<file path="config.mk">
export PLATFORM = sky130hd
export DESIGN_NAME = dtc_cell
export DESIGN_NICKNAME = d
export VERILOG_FILES = /design/src/hw/rtl/dtc_pkg.sv /design/src/hw/rtl/dtc_cell.sv
export SDC_FILE = /design/constraint.sdc
export NUM_CORES = 1
export LEC_CHECK = 0
export BUFFER_PORTS_ARGS = -buffer_cell sky130_fd_sc_hd__clkbuf_2
export CAP_MARGIN = 40
export CORE_MARGIN = 2
export CORE_UTILIZATION = 30
export DETAILED_ROUTE_END_ITERATION = 12
export PLACE_DENSITY_LB_ADDON = 0.08
export SETUP_SLACK_MARGIN = 0.5
export SLEW_MARGIN = 25
export SYNTH_ARGS = -nofsm -noshare
export SYNTH_HDL_FRONTEND = slang
export SYNTH_SLANG_ARGS = --single-unit
</file>
<file path="constraint.sdc">
create_clock -name clk -period 0.8 [get_ports clk]
set_input_delay 0.12 -clock clk [delete_from_list [all_inputs] [get_ports clk]]
set_output_delay 0.12 -clock clk [all_outputs]
set_load 0.01 [all_outputs]
</file>
<file path="src/hw/rtl/dtc_pkg.sv">
// ----------------------------------------------------------------------------
// Direction to cube tile: shared package
// Field widths, result codes and the transfer structs used by every stage.
// ----------------------------------------------------------------------------
package dtc_pkg;

    // Fixed widths of the command and result fields
    localparam int COMP_BITS   = 24;
    localparam int LEVEL_BITS  = 5;
    localparam int LAYER_BITS  = 4;
    localparam int FACE_BITS   = 3;
    localparam int TILE_BITS   = 30;
    localparam int ERR_BITS    = 2;

    // Default deepest subdivision level
    localparam int MAX_LEVEL_DEFAULT = 30;

    // Cube face codes
    typedef enum logic [FACE_BITS-1:0] {
        FACE_POS_X = 3'd0,
        FACE_NEG_X = 3'd1,
        FACE_POS_Y = 3'd2,
        FACE_NEG_Y = 3'd3,
        FACE_POS_Z = 3'd4,
        FACE_NEG_Z = 3'd5
    } face_t;

    // Error codes
    typedef enum logic [ERR_BITS-1:0] {
        ERR_NONE  = 2'd0,
        ERR_ZERO  = 2'd1,
        ERR_LEVEL = 2'd2
    } err_t;

    // One command transfer
    typedef struct packed {
        logic signed [COMP_BITS-1:0]  dir_x;
        logic signed [COMP_BITS-1:0]  dir_y;
        logic signed [COMP_BITS-1:0]  dir_z;
        logic        [LEVEL_BITS-1:0] tile_level;
        logic        [LAYER_BITS-1:0] layer_tag;
    } dir_in_t;

    // One result transfer
    typedef struct packed {
        logic [FACE_BITS-1:0]  face;
        logic [LEVEL_BITS-1:0] level_out;
        logic [TILE_BITS-1:0]  tile_x;
        logic [TILE_BITS-1:0]  tile_y;
        logic [LAYER_BITS-1:0] layer_out;
        logic [ERR_BITS-1:0]   error;
    } tile_out_t;

    // Item tags that ride alongside the division chain
    typedef struct packed {
        face_t                 face;
        logic [LEVEL_BITS-1:0] level;
        logic [LAYER_BITS-1:0] layer;
        err_t                  err;
        logic                  qint_u;
        logic                  qint_v;
    } side_t;

endpackage

</file>
<file path="src/hw/rtl/dtc_cell.sv">
// ----------------------------------------------------------------------------
// Direction to cube tile: division cell
// One restoring-division step for both tile coordinates: doubles each
// remainder, compares with the divisor and appends one quotient bit.
// ----------------------------------------------------------------------------
module dtc_cell #(
    parameter int QBITS = dtc_pkg::MAX_LEVEL_DEFAULT
) (
    input  logic                           clk,
    input  logic                           rst_n,
    input  logic                           in_valid,
    input  dtc_pkg::side_t                 in_side,
    input  logic [dtc_pkg::COMP_BITS:0]    in_d,
    input  logic [dtc_pkg::COMP_BITS:0]    in_ru,
    input  logic [dtc_pkg::COMP_BITS:0]    in_rv,
    input  logic [QBITS-1:0]               in_qu,
    input  logic [QBITS-1:0]               in_qv,
    output logic                           out_valid,
    output dtc_pkg::side_t                 out_side,
    output logic [dtc_pkg::COMP_BITS:0]    out_d,
    output logic [dtc_pkg::COMP_BITS:0]    out_ru,
    output logic [dtc_pkg::COMP_BITS:0]    out_rv,
    output logic [QBITS-1:0]               out_qu,
    output logic [QBITS-1:0]               out_qv
);

    localparam int CB = dtc_pkg::COMP_BITS;

    logic                valid_reg;
    dtc_pkg::side_t      side_reg;
    logic [CB:0]         d_reg;
    logic [CB:0]         ru_reg;
    logic [CB:0]         rv_reg;
    logic [QBITS-1:0]    qu_reg;
    logic [QBITS-1:0]    qv_reg;

    logic [CB:0]         ru_next;
    logic [CB:0]         rv_next;
    logic [QBITS-1:0]    qu_next;
    logic [QBITS-1:0]    qv_next;

    logic [CB+1:0]       ru2;
    logic [CB+1:0]       rv2;
    logic [CB+1:0]       dw;
    logic                ge_u;
    logic                ge_v;
    logic [CB+1:0]       ru_sub;
    logic [CB+1:0]       rv_sub;
    logic [QBITS:0]      qu_sh;
    logic [QBITS:0]      qv_sh;

    // One quotient bit per coordinate
    always_comb
    begin
        ru2    = {in_ru, 1'b0};
        rv2    = {in_rv, 1'b0};
        dw     = {1'b0, in_d};
        ge_u   = (ru2 >= dw);
        ge_v   = (rv2 >= dw);
        ru_sub = ge_u ? (ru2 - dw) : ru2;
        rv_sub = ge_v ? (rv2 - dw) : rv2;
        ru_next = ru_sub[CB:0];
        rv_next = rv_sub[CB:0];
        qu_sh  = {in_qu, ge_u};
        qv_sh  = {in_qv, ge_v};
        qu_next = qu_sh[QBITS-1:0];
        qv_next = qv_sh[QBITS-1:0];
    end

    // Valid flag
    always_ff @(posedge clk or negedge rst_n)
    begin
        if (!rst_n)
        begin
            valid_reg <= 1'b0;
        end
        else
        begin
            valid_reg <= in_valid;
        end
    end

    // Data handed on to the next cell
    always_ff @(posedge clk)
    begin
        side_reg <= in_side;
        d_reg    <= in_d;
        ru_reg   <= ru_next;
        rv_reg   <= rv_next;
        qu_reg   <= qu_next;
        qv_reg   <= qv_next;
    end

    assign out_valid = valid_reg;
    assign out_side  = side_reg;
    assign out_d     = d_reg;
    assign out_ru    = ru_reg;
    assign out_rv    = rv_reg;
    assign out_qu    = qu_reg;
    assign out_qv    = qv_reg;

endmodule

</file>
==> impl_metrics.py <==
metrics = {
    "timing": {
        "setup_viol": 204,
        "final-max-slew-violation-count": 0,
        "finalCriticalPeriod_ns": 1.95,
        "final-hold-violation-count": 130,
        "timing.final.crit_share_pct": 243,
        "fin_ws_ns": -1.15,
        "final_worst_hold_slack_ns": -0.214,
        "headroom_to_the_max_slew_limit_pct": 64.8,
        "max_slew.worst_pin.slew_ns": 0.522,
        "unrepaired_setup_endpoints_after_global_routing": "true",
        "highest_clock_frequency_the_design_can_meet_mhz": 514,
    },
    "floorplan": {
        "starting_density_of_the_core_pct": 30.4,
        "floorplan.die.width_um": 150,
        "io-pin-count": 306,
        "die_h_um": 150,
        "fp.coreArea_um2": 21000,
        "fp-row-count": 53,
        "fp.dieArea_um2": 22400,
    },
    "drt": {
        "number_of_detailed_routing_iterations_run_before_antenna_repair": 4,
        "routed_wirelength_mm": 23.3,
        "avgViaCountPerCell": 4.51,
        "detailroute.via_count": 6585,
        "wire_length_per_cell_after_detailed_routing_um": 15.9,
        "dr.first_iter.drc_count": 165,
        "detail_route_antenna_nets": 0,
        "remaining_drc_errors": 0,
    },
    "cts": {
        "root_buffer": "clkbuf_16",
        "cts_sink_count": 152,
        "cts_tree": "done",
        "cts.clk_slew.worst_paths_ns": 0.07,
        "htree_levels": 4,
        "postCtsHoldBufs": 1,
        "cts_buffer_depth": 2,
        "numCtsBuffers": 17,
    },
    "logic_synthesis": {
        "synth-seq-area-share_pct": 47.9,
        "syn-mean-instance-area_um2": 9.77,
        "yosys-top-cells-count": "151 x dfxtp_1, 62 x a21oi_1, 50 x ha_1, 50 x nand2_1, 49 x o21ai_0",
        "synth_area_leader_cell": "dfxtp_1",
        "synth_most_common_cell": "dfxtp_1",
        "syn_nets": 858,
        "synth_enable_flop_cells": 0,
        "combinational_family_with_the_most_area_after_synthesis": "compound AO/OA/AOI/OAI gates",
        "postSynthRegisterBits": 152,
        "synthCells": 652,
        "synth_xor_area_share_pct": 5.50,
        "synth_adder_area_share_pct": 10.5,
        "post_synth_and_or_nand_nor_area_fraction_pct": 11.6,
        "async_flop_share_pct": 0.658,
        "synth_area_um2": 6370,
        "yosys_warnings": 0,
        "synth_largest_type_area_fraction_pct": 47.5,
        "synth_compound_gate_area_share_pct": 19.2,
        "postSynth.topFlopCell": "dfxtp_1",
        "synthDistinctLibCells": 63,
        "synth_area_leaders": "dfxtp_1 47%, ha_1 9.8%, a21oi_1 4.9%, o21ai_0 3.9%, a21o_1 3.1%",
        "post_synth_mux_area_share_pct": 1.30,
    },
    "power": {
        "combPwrFrac_pct": 31.9,
        "seqPwrFrac_pct": 36.5,
        "p_sw_share_pct": 29.5,
        "switchingPower_w": 0.00724,
        "peakVddDrop_uv": 1210,
        "p_int_w": 0.0173,
        "p_leak_nw": 5.99,
        "power-per-cell-area_nw_per_um2": 1960,
        "share_of_power_burned_in_the_clock_network_pct": 31.6,
    },
    "global_routing": {
        "pin_count_of_the_biggest_net_entering_global_routing": 22,
        "globalRoute.totalOverflow": 0,
        "grt.total_usage_pct": 19.4,
        "vias_in_the_first_global_route": 6437,
        "initial_antenna_violation_count": 0,
        "first_pass_grt_wire_length_mm": 33.0,
    },
    "status": {
        "run_status": "complete, but fails checks",
        "violated_checks": "negative hold slack, negative setup slack",
    },
    "final_layout": {
        "antenna_cells": 0,
        "finalNonFillerCells": 1461,
        "fin_nets": 1379,
        "final_core_util_pct": 59.7,
        "area.growth.synth_to_final_pct": 96.4,
        "stdcell_area_um2": 12500,
        "post_route_cells_drive_above_1_share_pct": 71.0,
    },
    "placed_design": {
        "placed_cells": 1405,
        "io_buffer_count": 303,
        "gp_congestion": 0.859,
        "detailedPlacementHpwl_mm": 18.2,
        "placement.cell_area_um2": 10100,
    },
    "setup_path": {
        "required_time_of_the_worst_setup_path_ns": 1.11,
        "timing.critical_path.arrival_ns": 2.26,
        "crit_path_class": "primary input to flop",
        "critPathLaunchType": "primary input",
        "critical_path.max_fanout": 5,
        "setup.worst_path.end_class": "flop",
    },
    "worst_hold_path": {
        "timing.hold.worst.class": "primary input to flop",
    },
    "run": {
        "number_of_max_capacitance_violations_reported": 0,
    },
}
state kept, by name (all words and copies together) (netlist names):
signal / flops
out_d: 25
out_qu: 30
out_qv: 30
out_ru: 25
out_rv: 25
out_side: 16
out_valid: 1
worst max-delay path: stages:
cell,delay [ns]
clkbuf_16,0.14
fa_2,0.39
and2b_1,0.23
nor3_2,0.06
o31a_1,0.33
o31ai_4,0.19
a211o_1,0.21
a21oi_4,0.11
buf_6,0.16
clkbuf_16,0.16
a21o_1,0.15
cell type report:
class                      instances  area, um2
clock buffer                      19        453
clock inverter                    13        110
fill                            1814       8450
inverter                          42        180
multi-input combinational        443       3750
sequential                       152       3240
tap                              275        344
timing repair buffer             517       4440
metal layers:
layer | up-vias | part of all wire (%) | track usage, % | routed length [um]
met1 | 3037 | 40 | 21.6 | 9260
met2 | 195 | 53 | 36.6 | 12400
met5 | - | 0 | 0 | 0
met4 | 0 | 1.3 | 5.61 | 308
li1 | 3337 | - | - | -
met3 | 16 | 5.6 | 4.33 | 1310
power groups by stage:
stage                     clock [W]  combinational (W)  sequential (W)
after detailed placement          0            0.00614         0.00894
after global placement            0            0.00613         0.00893
final                       0.00775            0.00782         0.00897
after CTS                   0.00803            0.00660         0.00880
after global routing        0.00833            0.00842         0.00903
after floorplan                   0            0.00273         0.00936
worst paths after layout:
| check | cells after the start | endpoint | from | slack (ns) |
|---|---|---|---|---|
| max | 11 | out_ru[3]$_DFF_P_ | in_d[1] | -1.15 |
| max in group asynchronous | 2 | out_valid$_DFF_PN0_ | rst_n | 0.72 |
| min | 1 | out_qv[16]$_DFF_P_ | in_qv[15] | -0.21 |
| min in group asynchronous | 2 | out_valid$_DFF_PN0_ | rst_n | -0.01 |
metrics by stage:
stage	setup WS [ns]	hold slack [ns]	power, W	setup TNS (ns)
after floorplan	-1.39	-0.176	0.0121	-63.90
after global placement	-1.68	-0.104	0.0151	-81.44
after detailed placement	-1.70	-0.103	0.0151	-82.27
after CTS	-1.12	-0.231	0.0234	-85.39
after global routing	-1.22	-0.232	0.0258	-91.87
final	-1.15	-0.214	0.0245	-82.14
layout by cell type (no fill, tap or decap), types with 19 or more instances in the layout:
master and n:
o21ai_0 24, clkbuf_16 22, ha_1 29, inv_1 34, buf_4 189, xor2_1 21, buf_8 29, buf_6 141
nor2_1 30, clkbuf_2 146, a21o_1 26, dfxtp_2 151, a21oi_1 45, nand2_1 29, nand2_2 19
kinds of logic (layout without fill, tap and decap cells):
group                    Yosys count  count (layout)
AO/OA/AOI/OAI                    190             190
multiplexers                       7               7
adder cells (fa/ha/maj)           52              52
flip-flops                       152             152
AND/OR/NAND/NOR                  154             154
buffers and inverters             57             591
XOR/XNOR                          40              40
what timing repair did:
item | 4_1_cts | 5_1_grt
pin swaps | 7 | 22
setup buffers | 7 | 11
hold endpoints to repair | 133 | 132
setup endpoints to repair | 204 | 204
cloned | 1 | 4
gates resized for setup | 81 | 357
No activity file was read; power rests on OpenSTA's default activity.
