File: src/hw/rtl/dtc_pkg.sv
// ----------------------------------------------------------------------------
// Direction to cube tile: shared package
// Field widths, result codes and the transfer structs used by every stage.
// ----------------------------------------------------------------------------
package dtc_pkg;

    // Fixed widths of the command and result fields
    localparam int COMP_BITS   = 24;
    localparam int LEVEL_BITS  = 5;
    localparam int LAYER_BITS  = 4;
    localparam int FACE_BITS   = 3;
    localparam int TILE_BITS   = 30;
    localparam int ERR_BITS    = 2;

    // Default deepest subdivision level
    localparam int MAX_LEVEL_DEFAULT = 30;

    // Cube face codes
    typedef enum logic [FACE_BITS-1:0] {
        FACE_POS_X = 3'd0,
        FACE_NEG_X = 3'd1,
        FACE_POS_Y = 3'd2,
        FACE_NEG_Y = 3'd3,
        FACE_POS_Z = 3'd4,
        FACE_NEG_Z = 3'd5
    } face_t;

    // Error codes
    typedef enum logic [ERR_BITS-1:0] {
        ERR_NONE  = 2'd0,
        ERR_ZERO  = 2'd1,
        ERR_LEVEL = 2'd2
    } err_t;

    // One command transfer
    typedef struct packed {
        logic signed [COMP_BITS-1:0]  dir_x;
        logic signed [COMP_BITS-1:0]  dir_y;
        logic signed [COMP_BITS-1:0]  dir_z;
        logic        [LEVEL_BITS-1:0] tile_level;
        logic        [LAYER_BITS-1:0] layer_tag;
    } dir_in_t;

    // One result transfer
    typedef struct packed {
        logic [FACE_BITS-1:0]  face;
        logic [LEVEL_BITS-1:0] level_out;
        logic [TILE_BITS-1:0]  tile_x;
        logic [TILE_BITS-1:0]  tile_y;
        logic [LAYER_BITS-1:0] layer_out;
        logic [ERR_BITS-1:0]   error;
    } tile_out_t;

    // Item tags that ride alongside the division chain
    typedef struct packed {
        face_t                 face;
        logic [LEVEL_BITS-1:0] level;
        logic [LAYER_BITS-1:0] layer;
        err_t                  err;
        logic                  qint_u;
        logic                  qint_v;
    } side_t;

endpackage

File: src/hw/rtl/dtc_prep.sv
// ----------------------------------------------------------------------------
// Direction to cube tile: face selection and divider set-up
// Two register stages: pick the face and numerators, then form the shifted
// numerators, the divisor and the whole-face-edge flags for the cell chain.
// ----------------------------------------------------------------------------
module dtc_prep #(
    parameter int MAX_LEVEL = dtc_pkg::MAX_LEVEL_DEFAULT
) (
    input  logic                           clk,
    input  logic                           rst_n,
    input  logic                           in_valid,
    input  dtc_pkg::dir_in_t               cmd,
    output logic                           out_valid,
    output dtc_pkg::side_t                 out_side,
    output logic [dtc_pkg::COMP_BITS:0]    out_d,
    output logic [dtc_pkg::COMP_BITS:0]    out_ru,
    output logic [dtc_pkg::COMP_BITS:0]    out_rv
);

    localparam int CB = dtc_pkg::COMP_BITS;
    localparam logic [dtc_pkg::LEVEL_BITS-1:0] MAX_LVL =
        dtc_pkg::LEVEL_BITS'(MAX_LEVEL);

    // Stage one registers
    logic                              s1_valid_reg;
    logic [CB-1:0]                     m_reg;
    logic signed [CB:0]                u_reg;
    logic signed [CB:0]                v_reg;
    dtc_pkg::face_t                    face_reg;
    logic [dtc_pkg::LEVEL_BITS-1:0]    level_reg;
    logic [dtc_pkg::LAYER_BITS-1:0]    layer_reg;
    dtc_pkg::err_t                     err_reg;

    logic [CB-1:0]                     m_next;
    logic signed [CB:0]                u_next;
    logic signed [CB:0]                v_next;
    dtc_pkg::face_t                    face_next;
    dtc_pkg::err_t                     err_next;

    // Stage two registers
    logic                              s2_valid_reg;
    dtc_pkg::side_t                    side_reg;
    logic [CB:0]                       d_reg;
    logic [CB:0]                       ru_reg;
    logic [CB:0]                       rv_reg;

    dtc_pkg::side_t                    side_next;
    logic [CB:0]                       d_next;
    logic [CB:0]                       ru_next;
    logic [CB:0]                       rv_next;

    logic signed [CB:0]                xs;
    logic signed [CB:0]                ys;
    logic signed [CB:0]                zs;
    logic signed [CB:0]                ax_full;
    logic signed [CB:0]                ay_full;
    logic signed [CB:0]                az_full;
    logic [CB-1:0]                     ax;
    logic [CB-1:0]                     ay;
    logic [CB-1:0]                     az;
    logic signed [CB+1:0]              nu;
    logic signed [CB+1:0]              nv;

    // Magnitudes, face choice and signed numerators
    always_comb
    begin
        xs      = {cmd.dir_x[CB-1], cmd.dir_x};
        ys      = {cmd.dir_y[CB-1], cmd.dir_y};
        zs      = {cmd.dir_z[CB-1], cmd.dir_z};
        ax_full = xs[CB] ? -xs : xs;
        ay_full = ys[CB] ? -ys : ys;
        az_full = zs[CB] ? -zs : zs;
        ax      = ax_full[CB-1:0];
        ay      = ay_full[CB-1:0];
        az      = az_full[CB-1:0];

        if (ax >= ay && ax >= az)
        begin
            m_next = ax;
            v_next = ys;
            if (!xs[CB])
            begin
                face_next = dtc_pkg::FACE_POS_X;
                u_next    = -zs;
            end
            else
            begin
                face_next = dtc_pkg::FACE_NEG_X;
                u_next    = zs;
            end
        end
        else if (ay >= az)
        begin
            m_next = ay;
            u_next = xs;
            if (!ys[CB])
            begin
                face_next = dtc_pkg::FACE_POS_Y;
                v_next    = -zs;
            end
            else
            begin
                face_next = dtc_pkg::FACE_NEG_Y;
                v_next    = zs;
            end
        end
        else
        begin
            m_next = az;
            v_next = ys;
            if (!zs[CB])
            begin
                face_next = dtc_pkg::FACE_POS_Z;
                u_next    = xs;
            end
            else
            begin
                face_next = dtc_pkg::FACE_NEG_Z;
                u_next    = -xs;
            end
        end

        // A level out of range wins over a zero vector.
        if (cmd.tile_level > MAX_LVL)
        begin
            err_next = dtc_pkg::ERR_LEVEL;
        end
        else if (ax == '0 && ay == '0 && az == '0)
        begin
            err_next = dtc_pkg::ERR_ZERO;
        end
        else
        begin
            err_next = dtc_pkg::ERR_NONE;
        end
    end

    // Stage one valid flag
    always_ff @(posedge clk or negedge rst_n)
    begin
        if (!rst_n)
        begin
            s1_valid_reg <= 1'b0;
        end
        else
        begin
            s1_valid_reg <= in_valid;
        end
    end

    // Stage one payload
    always_ff @(posedge clk)
    begin
        m_reg     <= m_next;
        u_reg     <= u_next;
        v_reg     <= v_next;
        face_reg  <= face_next;
        level_reg <= cmd.tile_level;
        layer_reg <= cmd.layer_tag;
        err_reg   <= err_next;
    end

    // Offset numerators into [0, 2m] and start the remainders. The value
    // exactly at the face edge gives a whole quotient and is flagged.
    always_comb
    begin
        nu      = {u_reg[CB], u_reg} + $signed({2'b00, m_reg});
        nv      = {v_reg[CB], v_reg} + $signed({2'b00, m_reg});
        d_next  = {m_reg, 1'b0};

        side_next.face   = face_reg;
        side_next.level  = level_reg;
        side_next.layer  = layer_reg;
        side_next.err    = err_reg;
        side_next.qint_u = (nu[CB:0] == d_next);
        side_next.qint_v = (nv[CB:0] == d_next);

        ru_next = side_next.qint_u ? '0 : nu[CB:0];
        rv_next = side_next.qint_v ? '0 : nv[CB:0];
    end

    // Stage two valid flag
    always_ff @(posedge clk or negedge rst_n)
    begin
        if (!rst_n)
        begin
            s2_valid_reg <= 1'b0;
        end
        else
        begin
            s2_valid_reg <= s1_valid_reg;
        end
    end

    // Stage two payload
    always_ff @(posedge clk)
    begin
        side_reg <= side_next;
        d_reg    <= d_next;
        ru_reg   <= ru_next;
        rv_reg   <= rv_next;
    end

    assign out_valid = s2_valid_reg;
    assign out_side  = side_reg;
    assign out_d     = d_reg;
    assign out_ru    = ru_reg;
    assign out_rv    = rv_reg;

endmodule

File: config.mk
export PLATFORM = sky130hd
export DESIGN_NAME = dtc_prep
export DESIGN_NICKNAME = d
export VERILOG_FILES = /design/src/hw/rtl/dtc_pkg.sv /design/src/hw/rtl/dtc_prep.sv
export SDC_FILE = /design/constraint.sdc
export NUM_CORES = 1
export LEC_CHECK = 0
export ABC_AREA = 1
export ABC_CLOCK_PERIOD_IN_PS = 3700
export BUFFER_PORTS_ARGS = -buffer_cell sky130_fd_sc_hd__buf_2
export CAP_MARGIN = 20
export CORE_ASPECT_RATIO = 1.4
export CORE_MARGIN = 5
export CORE_UTILIZATION = 60
export DETAILED_ROUTE_END_ITERATION = 16
export GPL_TIMING_DRIVEN = 0
export PLACE_DENSITY = 0.89
export RECOVER_POWER = 50
export SLEW_MARGIN = 20
export SYNTH_ARGS = -nofsm -noshare
export SYNTH_HDL_FRONTEND = slang
export SYNTH_SLANG_ARGS = --single-unit
File: constraint.sdc
create_clock -name clk -period 3.7 [get_ports clk]
set_clock_uncertainty 0.15 [all_clocks]
set_input_delay 0.185 -clock clk [delete_from_list [all_inputs] [get_ports clk]]
set_output_delay 0.185 -clock clk [all_outputs]
set_load 0.01 [all_outputs]
==> results.cfg <==
[setup_path]
critPathArrivalTime_ns = 3.84
cp_max_fo = 10
crit_required_ns = 3.93
crit_type = input port to flip-flop
cp-start-kind = input port
crit_family = simple AND/OR/NAND/NOR gates
crit_path_frequent_cell = nand2_1
r2r_setup_slack_ns = 0.20
rr_worst_depth = 18
end_kind = flip-flop
r2r-end = out_rv[16]
r2r-start = m_reg[7]
critical_path.slowest_cell = ha_1
path_buf_inv = 8
cpPeakStageDelay_ns = 0.31

[route]
wl_um = 58800
drt_iter0_markers = 1606
vias = 17800
wire_per_inst_um = 18.7
drc_errors = 0
drtAntennaViolNets = 0
vias_per_cell = 5.67
dr.pass1.iters = 6

[placement]
dp_hpwl_um = 46100
postPlaceCellArea_mm2 = 0.0165
place_congestion = 1.05
placed_cells = 3042
io_buffers = 167

[synth]
synth_compound_area_frac = 0.0836
synth-seq-area-share = 0.236
syn-num-nets = 2755
synth_cell_type_count = 50
syn_area_per_cell_um2 = 5.99
synthFlopType = dfxtp_1
synth-edff-count = 0
yosysTopAreaCellShare = 0.235
synthesis.area_mm2 = 0.0153
synthMuxAreaShare = 0
synth_top_family_by_area = simple AND/OR/NAND/NOR gates
yosys-top-cells-area = nand2_1 (23%), dfxtp_1 (23%), ha_1 (9.2%)
synthTopCellsByCount = nand2_1 (957), inv_1 (315), nand3_1 (228)
syn_inst = 2556
synthAdderAreaFrac = 0.0950
synthSimpleGateAreaFrac = 0.423
yosysMostFrequentCell = nand2_1
synth_warnings = 0
synth_seq_cells = 180
async_flop_share = 0.0111
yosysTopAreaCell = nand2_1
synth_xor_area_frac = 0.0478

[grt]
grt_util_all_layers = 0.390
grt_pass1_vias = 17100
gr-total-overflow = 0
grt_pass1_wl_um = 88800
grt_antenna_before_repair = 5
grt_max_degree = 19

[sta]
fmax_mhz = 277
fin_crit_sh = 0.976
maxSlewViolCount = 0
setup_viol = 0
layout_min_cycle_time_ns = 3.61
maxSlewHeadroom = 0.413
worstMarginPinSlew_ns = 0.881
hold_viol = 0
tns_ns = 0

[hold_path]
hold_start = cmd[22]
hold_depth = 5
holdPathEnd = u_reg[13]
min_path_type = input port to flip-flop

[layout]
syn_to_final_growth_pct = 17.5
finalInstanceArea_mm2 = 0.0180
n_fill_cell = 2272
regArea_mm2 = 0.00362
final_cells = 3135
multi_input_area_mm2 = 0.0103
drive_gt1_frac = 0.115
final_nets = 2997

[pwr]
vdd_drop_max_uv = 655
power_mw = 11.2
cellPowerDensity_mw_per_mm2 = 622
leakagePower_nw = 9.87

[clock_tree]
cts_sinks = 180
cts_root_buf = clkbuf_16
cts_buffers = 17
clk_pin_slew_ns = 0.07
clockBufferDepth = 2
cts_tree = done
h-tree-depth = 4
clock_latency_ns = 0.45

[run]
cap_violations = 0

[floorplan]
die_area_mm2 = 0.0288
initial_utilization = 0.605
die_h_um = 199
core-area_mm2 = 0.0253
chipWidth_um = 145
ioPinCount = 176
rows = 69

[status]
status = complete, no violations
==> worst min-delay path: cells and delay by family <==
kind                   cells  cell delay, ns
buffers and inverters      1            0.15
AOI/OAI and AO/OA          1            0.06
and+or+nand+nor            3            0.19
==> stage by stage <==
stage,setup WS (ns),util,hold slack (ns)
finish,0.0881,0.711,0.0348
global route,-0.0668,0.711,0.0517
CTS,0.00654,0.700,0.00507
detailed placement,-1.17,0.654,-0.180
global placement,-1.15,0.654,-0.181
floorplan,0.378,-,-0.261
==> power breakdown <==
part	total [mW]	switching (mW)	internal [mW]	leakage [nW]
logic	6.50	4.26	2.24	8.07
clock network	1.78	0.889	0.895	0.277
registers	2.91	0.342	2.57	1.52
total	11.2	5.49	5.70	9.87
==> final cells by class <==
class | instances | area share
Sequential cell | 180 | 0.201
Inverter | 335 | 0.0704
Multi-Input combinational cell | 1960 | 0.572
Tap cell | 319 | 0.0222
Antenna cell | 5 | 0.000696
Buffer | 80 | 0.0298
Timing Repair Buffer | 224 | 0.0721
Clock inverter | 14 | 0.00765
Clock buffer | 18 | 0.0239
==> placed cells by master, fill, tap and decap left out, types with 5 or more instances in the layout <==
| cell | n |
|---|---|
| nand2_1 | 942 |
| inv_1 | 307 |
| nand3_1 | 224 |
| nor2_1 | 193 |
| dfxtp_1 | 177 |
| o21ai_0 | 127 |
| ha_1 | 109 |
| clkbuf_1 | 105 |
| buf_2 | 98 |
| a21oi_1 | 65 |
| dlygate4sd3_1 | 44 |
| xor2_1 | 43 |
| nand4_1 | 41 |
| nand2_2 | 26 |
| inv_2 | 25 |
| buf_4 | 24 |
| nor3_1 | 24 |
| clkbuf_16 | 18 |
| nor2_2 | 17 |
| nor2_4 | 15 |
| buf_6 | 12 |
| xnor2_1 | 12 |
| nor4_1 | 11 |
| clkbuf_2 | 9 |
| o21a_1 | 9 |
| nand3b_1 | 8 |
| xnor3_1 | 8 |
| clkbuf_4 | 7 |
| o21ai_1 | 7 |
| a21oi_2 | 7 |
| o21bai_1 | 6 |
| diode_2 | 5 |
| nand3_4 | 5 |
| nand3_2 | 5 |
| xor2_2 | 5 |
| or2_2 | 5 |
| a21o_1 | 5 |
| inv_8 | 5 |
==> how the worst max path moves through the flow <==
stage | from | to | cells past startpoint
2_1_floorplan | cmd[57] | v_reg[23] | 27
3_3_place_gp | cmd[9] | u_reg[6] | 27
3_5_place_dp | cmd[9] | m_reg[21] | 27
4_1_cts | cmd[49] | m_reg[21] | 21
5_1_grt | cmd[80] | m_reg[10] | 22
6_report | cmd[12] | u_reg[8] | 28
==> routing by layer <==
layer	share of wire	global-route usage
met4	0.091	0.318
met5	0.00022	0
met3	0.065	0.0467
met2	0.50	0.708
met1	0.35	0.403
==> logic make-up after synthesis <==
family                   after synthesis
other                                  1
XOR/XNOR                              71
AO/OA/AOI/OAI                        237
adder cells (fa/ha/maj)              115
flip-flops                           180
buffers and inverters                416
AND/OR/NAND/NOR                     1536
==> what timing repair did <==
item	in CTS	in global routing
resized for setup	38	94
hold buffers	44	0
gates cloned	0	1
buffers inserted	5	7
endpoints found under the setup margin	121	122
hold endpoints to repair	43	0
pin swaps	7	27
(Power assumes the default switching activity.)
