$ cat config.mk
export PLATFORM = sky130hd
export DESIGN_NAME = dtc_pack
export DESIGN_NICKNAME = d
export VERILOG_FILES = /design/src/hw/rtl/dtc_pkg.sv /design/src/hw/rtl/dtc_pack.sv
export SDC_FILE = /design/constraint.sdc
export NUM_CORES = 1
export LEC_CHECK = 0
export BUFFER_PORTS_ARGS = -buffer_cell sky130_fd_sc_hd__buf_2
export CAP_MARGIN = 20
export CELL_PAD_IN_SITES_DETAIL_PLACEMENT = 2
export CELL_PAD_IN_SITES_GLOBAL_PLACEMENT = 2
export CORE_MARGIN = 8
export CORE_UTILIZATION = 28
export CTS_CLUSTER_DIAMETER = 150
export DETAILED_ROUTE_END_ITERATION = 8
export GPL_TIMING_DRIVEN = 0
export PLACE_DENSITY_LB_ADDON = 0.1
export SLEW_MARGIN = 20
export SYNTH_ARGS = -nofsm -noshare
export SYNTH_HDL_FRONTEND = slang
export SYNTH_SLANG_ARGS = --single-unit
$ cat constraint.sdc
create_clock -name clk -period 0.8 [get_ports clk]
set_clock_uncertainty 0.2 [all_clocks]
set_input_delay 0.16 -clock clk [delete_from_list [all_inputs] [get_ports clk]]
set_output_delay 0.16 -clock clk [all_outputs]
set_load 0.02 [all_outputs]
$ cat src/hw/rtl/dtc_pkg.sv
// ----------------------------------------------------------------------------
// Direction to cube tile: shared package
// Field widths, result codes and the transfer structs used by every stage.
// ----------------------------------------------------------------------------
package dtc_pkg;

    // Fixed widths of the command and result fields
    localparam int COMP_BITS   = 24;
    localparam int LEVEL_BITS  = 5;
    localparam int LAYER_BITS  = 4;
    localparam int FACE_BITS   = 3;
    localparam int TILE_BITS   = 30;
    localparam int ERR_BITS    = 2;

    // Default deepest subdivision level
    localparam int MAX_LEVEL_DEFAULT = 30;

    // Cube face codes
    typedef enum logic [FACE_BITS-1:0] {
        FACE_POS_X = 3'd0,
        FACE_NEG_X = 3'd1,
        FACE_POS_Y = 3'd2,
        FACE_NEG_Y = 3'd3,
        FACE_POS_Z = 3'd4,
        FACE_NEG_Z = 3'd5
    } face_t;

    // Error codes
    typedef enum logic [ERR_BITS-1:0] {
        ERR_NONE  = 2'd0,
        ERR_ZERO  = 2'd1,
        ERR_LEVEL = 2'd2
    } err_t;

    // One command transfer
    typedef struct packed {
        logic signed [COMP_BITS-1:0]  dir_x;
        logic signed [COMP_BITS-1:0]  dir_y;
        logic signed [COMP_BITS-1:0]  dir_z;
        logic        [LEVEL_BITS-1:0] tile_level;
        logic        [LAYER_BITS-1:0] layer_tag;
    } dir_in_t;

    // One result transfer
    typedef struct packed {
        logic [FACE_BITS-1:0]  face;
        logic [LEVEL_BITS-1:0] level_out;
        logic [TILE_BITS-1:0]  tile_x;
        logic [TILE_BITS-1:0]  tile_y;
        logic [LAYER_BITS-1:0] layer_out;
        logic [ERR_BITS-1:0]   error;
    } tile_out_t;

    // Item tags that ride alongside the division chain
    typedef struct packed {
        face_t                 face;
        logic [LEVEL_BITS-1:0] level;
        logic [LAYER_BITS-1:0] layer;
        err_t                  err;
        logic                  qint_u;
        logic                  qint_v;
    } side_t;

endpackage

$ cat src/hw/rtl/dtc_pack.sv
// ----------------------------------------------------------------------------
// Direction to cube tile: result stage
// Scales the full-precision quotients down to the requested level, applies
// the face-edge clamp and error masking, and registers the result.
// ----------------------------------------------------------------------------
module dtc_pack #(
    parameter int MAX_LEVEL = dtc_pkg::MAX_LEVEL_DEFAULT
) (
    input  logic                   clk,
    input  logic                   rst_n,
    input  logic                   in_valid,
    input  dtc_pkg::side_t         in_side,
    input  logic [MAX_LEVEL-1:0]   in_qu,
    input  logic [MAX_LEVEL-1:0]   in_qv,
    output logic                   done,
    output dtc_pkg::tile_out_t     result
);

    localparam logic [dtc_pkg::LEVEL_BITS-1:0] MAX_LVL =
        dtc_pkg::LEVEL_BITS'(MAX_LEVEL);

    logic                          done_reg;
    dtc_pkg::tile_out_t            result_reg;
    dtc_pkg::tile_out_t            result_next;

    logic [dtc_pkg::LEVEL_BITS-1:0] shift;
    logic [MAX_LEVEL-1:0]          qu_eff;
    logic [MAX_LEVEL-1:0]          qv_eff;
    logic [MAX_LEVEL-1:0]          tu;
    logic [MAX_LEVEL-1:0]          tv;

    // Keep the top level bits of each quotient; a whole quotient at the face
    // edge becomes the last tile, which is all ones at that level.
    always_comb
    begin
        shift  = MAX_LVL - in_side.level;
        qu_eff = in_side.qint_u ? '1 : in_qu;
        qv_eff = in_side.qint_v ? '1 : in_qv;
        tu     = qu_eff >> shift;
        tv     = qv_eff >> shift;

        result_next.layer_out = in_side.layer;
        result_next.error     = in_side.err;
        if (in_side.err == dtc_pkg::ERR_NONE)
        begin
            result_next.face      = in_side.face;
            result_next.level_out = in_side.level;
            result_next.tile_x    = dtc_pkg::TILE_BITS'(tu);
            result_next.tile_y    = dtc_pkg::TILE_BITS'(tv);
        end
        else
        begin
            result_next.face      = '0;
            result_next.level_out = '0;
            result_next.tile_x    = '0;
            result_next.tile_y    = '0;
        end
    end

    // Result strobe
    always_ff @(posedge clk or negedge rst_n)
    begin
        if (!rst_n)
        begin
            done_reg <= 1'b0;
        end
        else
        begin
            done_reg <= in_valid;
        end
    end

    // Result register
    always_ff @(posedge clk)
    begin
        result_reg <= result_next;
    end

    assign done   = done_reg;
    assign result = result_reg;

endmodule

==> run metrics, run 1 <==
CTS tree done; final worst setup slack -1200 ps; Ports about 150; Max-slew headroom 43.7%; remaining global-route overflow 0; Final Hold Vio Count 8; Yosys top cell by area dfxtp_1; Post-Syn Area between 0.005 and 0.006 mm^2; Final setup violation count around 140; status complete, but fails checks; ANT cells 0; clock-pin slew on the worst setup and hold paths 60 ps; worst path bufs/invs 3; H-tree levels 3; Port-buffer cells between 150 and 200; CTS Hold Bufs 6; largest family of logic cells by synthesized area multiplexers; number of flip-flops in the largest register 74; Synth Area in XOR/XNOR between 1 and 1.5%; post-route ant nets 0; total CTS buffers 9; synth unique cells 66; Yosys reg bits 75; Final min period approximately 2000 ps; Top cell by count, worst path buf_12; Seq/Total Area, Yosys ~30%; Cell Chain, Critical Path buf_12 > buf_12 > buf_8 > mux4_2 > and2_4 > a311o_1 > a32oi_1 > o221ai_1; Hold Path Depth 1; nets around 900; Worst-Margin Slew between 800 and 900 ps; Design Area, Final roughly 0.010 mm^2; Crit-path slowest cell mux4_2; CP Launch Type input pin; P&R area growth vs syn 100%; fmax between 0.5 and 0.6 GHz; clock buffer depth 2; Critical Path RT around 800 ps; vias in the first global route approximately 6500; wirelength, routed 33900 um; largest net degree at the start of global routing 15; crit end category flop; worst-path fanout max 8; hpwl dp 21200 um; placed inst area between 0.006 and 0.007 mm^2; failing checks hold timing, setup timing; GP Congestion 0.875; DRT Pass-1 Iters 5; simple-gate share of the synthesized area roughly 18%; mux cell area share after synthesis about a quarter; crit path kind in2reg; Yosys warning count 0; Chip Height 151 um; CP arrival 1990 ps; initial antenna violation count 0; worst hold start in_side[2]; Worst Hold Class in2reg; adder and majority gate portion of the synthesized area less than 1%; cells after synthesis 549; Main synth FF type dfxtp_1; Post-synth EDFFs 0; Core Region between 0.015 and 0.02 mm^2; Syn Area/Cell 9.27 um^2; worst vdd rail ir drop around 0.0015 V; crit share post-route 249%; Fin Hold WS -195 ps; CTS Root Cell clkbuf_16; DRC 0; top cells by area, synth dfxtp_1, mux4_2, mux2_2, nand2_1, mux2i_1; CP top delay family compound AO/OA/AOI/OAI gates; CP max stage delay roughly 530 ps; PwrDens 1590 mW/mm^2; clk sinks 75; hold-critical path endpoint result[0]$_DFF_P_; Compound-Gate Fraction of Synth Area roughly a fifth; Initial Util approximately 28%; first-pass GRT wire length 43600 um; Tot Pwr roughly 16 mW; via count roughly 6300; Total Routing Usage GR about a quarter; Synthesized Nets 629; Slew Viols, Final 0; RSZ-0062 raised after global routing yes; die width about 150 um; row count 49; Async SR Flop Fraction under 10%; Vias per Instance roughly 6; DRT iter0 DRCs around 450; post-synth top area share around 29%; fin util between 50% and 60%; DR WL/cell approximately 31 um; Leak 4.18 nW; die area 0.0228 mm^2; Crit path depth 8; share of cells above drive strength 1 between 70 and 80%; maxcap violations 0
-- worst max-delay path by stage --
stage | startpoint | to | slack [ps]
finish | in_side[8] | result[9]$_SDFF_PP0_ | -1200
global route | in_side[8] | result[7]$_SDFF_PP0_ | -1210
CTS | in_side[8] | result[6]$_SDFF_PP0_ | -1150
detailed placement | in_side[8] | result[17]$_SDFF_PP0_ | -1880
global placement | in_side[8] | result[6]$_SDFF_PP0_ | -2000
floorplan | in_side[8] | result[6]$_SDFF_PP0_ | -1110
-- metrics by stage --
step,setup WS (ps),cells,TNS [ps],hold WS [ps]
3_3_place_gp,-2000,929,-102010,-266
4_1_cts,-1150,1021,-82780,-211
2_1_floorplan,-1110,549,-56680,-336
5_1_grt,-1210,1078,-89180,-195
6_report,-1200,1078,-86530,-195
3_5_place_dp,-1880,929,-102400,-263
-- layout by cell type, fill, tap and decap left out, drive strengths merged, types with 9 or more instances in the layout --
| cell | n |
|---|---|
| mux2i | 23 |
| mux2 | 25 |
| nor3 | 16 |
| dfxtp | 74 |
| a221o | 9 |
| nand2 | 67 |
| o21ai | 25 |
| o211ai | 13 |
| mux4 | 36 |
| nand3 | 19 |
| a21oi | 19 |
| a211oi | 9 |
| nor2 | 51 |
| clkbuf | 22 |
| and2 | 15 |
| and3 | 9 |
| buf | 312 |
-- power breakdown --
group          internal [mW]  leakage, nW  switching, mW
Combinational           3.55         3.37           3.98
Clock                   2.75        0.156           1.74
Sequential              4.00        0.647          0.117
-- cell families after synthesis --
| group | Yosys count |
|---|---|
| simple gates | 198 |
| compound gates | 133 |
| mux | 84 |
| flops | 75 |
| buf+inv | 52 |
| xor+xnor | 6 |
| fa+ha+maj | 1 |
-- synth_stat cells, types with 6 or more instances --
library cell  instances
nand3_1              18
o22ai_1               7
and2_1               14
buf_1                 8
nor2_1               51
a211o_1               6
nor3_1               15
nand2_1              66
buf_6                 8
and3_1                9
o21ai_0              25
buf_2                12
o211ai_1             13
mux2_2               25
mux4_2               35
a221o_1               9
o221ai_1              7
clkbuf_1             17
mux2i_1              23
dfxtp_1              74
a21oi_1              19
a211oi_1              6
-- layer usage --
layer	up-vias	wire length, um	track usage [%]
met4	0	1210	8.31
met5	-	0	0
li1	2684	-	-
met3	72	2240	3.82
met1	3258	13600	33.3
met2	330	16900	44.0
-- repair_timing --
action                     CTS  global route
hold endpoints to repair    13             8
gates cloned                 7             5
pin swaps                   64            64
resized for setup          481           145
buffers inserted            65            63
setup endpoints to repair  136           143
-- layout make-up --
class,count,area (um^2)
buffer,46,653
fill,1644,7720
multi-input combinational,422,4570
timing repair buffer,286,2720
sequential,75,1600
tap,229,287
clock buffer,9,225
inverter,4,27.5
clock inverter,7,98.8
(Power assumes the default switching activity.)
==> run 2, diff against run 1 <==
--- a/config.mk
+++ b/config.mk
@@ -16,3 +16,3 @@
 export GPL_TIMING_DRIVEN = 0
-export PLACE_DENSITY_LB_ADDON = 0.1
+export PLACE_DENSITY = 0.78
 export SLEW_MARGIN = 20
--- a/constraint.sdc
+++ b/constraint.sdc
@@ -4,2 +4,2 @@
 set_output_delay 0.16 -clock clk [all_outputs]
-set_load 0.02 [all_outputs]
+set_load 0.1 [all_outputs]
==> run metrics, run 2 (synthesis gave the netlist of run 1 again) <==
Crit-path slowest cell nor4_1; H-tree levels 3; clock power share about 23%; Initial Util around 28%; post-route ant nets 0; row count between 40 and 50; Cell Chain, Critical Path buf_12 > ha_4 > xnor2_4 > buf_8 > clkbuf_2 > nor4_1 > a221o_1; Leak 4.17 nW; Layout fillers ~1600; CTS Root Cell clkbuf_16; setup TNS -99470 ps; via count a little under 7000; CP top delay family simple AND/OR/NAND/NOR gates; Logic pwr share between 50% and 60%; worst path bufs/invs 3; worst-path fanout max 10; Int Power roughly 10 mW; die area about 0.023 mm^2; PwrDens ~1600 mW/mm^2; remaining global-route overflow 0; final worst setup slack -1460 ps; switching share of power a little over two fifths; P&R area growth vs syn 106%; DRC 0; Crit path depth 7; DRT iter0 DRCs between 700 and 800; vias in the first global route 6994; Final Hold Vio Count 7; crit share post-route 282%; first-pass GRT wire length 47500 um; Worst Hold Class in2reg; Port-buffer cells approximately 150; Worst-Margin Slew 881 ps; Total Routing Usage GR ~28%; commonest non-fill, non-tap cells in the layout buf_12, buf_4, buf_2, dfxtp_4, nand2_1; fin util 58.7%; die width around 150 um; Vias per Instance about 6.4; initial antenna violation count 1; CP Launch Type input pin; Max-slew headroom around 41%; crit path kind in2reg; clk sinks 75; share of cells above drive strength 1 between 70% and 80%; RSZ-0062 raised after global routing yes; Hold Path Depth 1; largest net degree at the start of global routing 13; Reg power frac a little under a quarter; ANT cells 0; crit end category flop; Chip Height 151 um; maxcap violations 0; Final min period 2260 ps; Critical Path RT around 850 ps; DRT Pass-1 Iters 5; status complete, but fails checks; GP Congestion ~0.92; hpwl dp 21100 um; total CTS buffers 9; Final setup violation count between 100 and 150; fmax roughly 0.44 GHz; Core Region ~0.018 mm^2; CTS tree done; failing checks hold timing, setup timing; clock buffer depth 2; nets 909; worst vdd rail ir drop about 0.0014 V; P_sw between 7 and 8 mW; DR WL/cell between 30 and 40 um; Fin Hold WS -216 ps; CP arrival around 2300 ps; Ports 154; CTS Hold Bufs 6; clock-pin slew on the worst setup and hold paths approximately 70 ps; CP max stage delay ~820 ps; leading cell type in the layout, fill and taps excluded buf_12; Slew Viols, Final 0; number of flip-flops in the largest register 74; wirelength, routed between 40000 and 50000 um
run 2: per-stage QoR:
stage	instance area, um^2	cells	power (mW)	setup WS (ps)
3_3_place_gp	6690	929	9.56	-2100
2_1_floorplan	5640	549	8.04	-1110
4_1_cts	9610	1020	15.4	-1150
3_5_place_dp	6690	929	9.69	-2030
5_1_grt	10500	1063	17.5	-1390
6_report	10500	1063	17.2	-1460
run 2: power by group through the flow:
stage | registers (mW) | logic (mW) | clock network (mW)
4_1_cts | 4.07 | 7.57 | 3.79
6_report | 4.09 | 9.23 | 3.93
5_1_grt | 4.11 | 9.31 | 4.04
3_3_place_gp | 3.99 | 5.58 | 0
3_5_place_dp | 4.01 | 5.68 | 0
2_1_floorplan | 5.64 | 2.40 | 0
run 2: worst paths after layout:
| kind | startpoint | to | slack (ps) |
|---|---|---|---|
| min in group asynchronous | rst_n | done$_DFF_PN0_ | -60 |
| worst min-delay path | in_side[2] | result[0]$_DFF_P_ | -220 |
| worst max-delay path | in_side[8] | result[10]$_SDFF_PP0_ | -1460 |
| max in group asynchronous | rst_n | done$_DFF_PN0_ | 370 |
run 2: what timing repair did:
item / 4_1_cts / 5_1_grt
setup buffers: 64 / 41
endpoints found under the setup margin: 136 / 144
gates cloned: 5 / 3
resized for setup: 490 / 134
pin swaps: 35 / 58
hold endpoints to repair: 13 / 7
run 2: area by class of cell:
cell class | count | area, um^2 | share of cell area, %
sequential | 75 | 1790 | 17.0
inverter | 4 | 27.5 | 0.262
buffer | 48 | 638 | 6.07
clock inverter | 4 | 26.3 | 0.250
timing repair buffer | 269 | 3080 | 29.3
tap | 229 | 287 | 2.73
clock buffer | 12 | 246 | 2.35
multi-input combinational | 422 | 4410 | 42.0
run 2: layer usage:
| metal | track usage [%] | routed length, um |
|---|---|---|
| met4 | 14.6 | 2450 |
| met1 | 33.1 | 14900 |
| met5 | 0 | 0 |
| met3 | 5.14 | 2850 |
| met2 | 49.3 | 19900 |
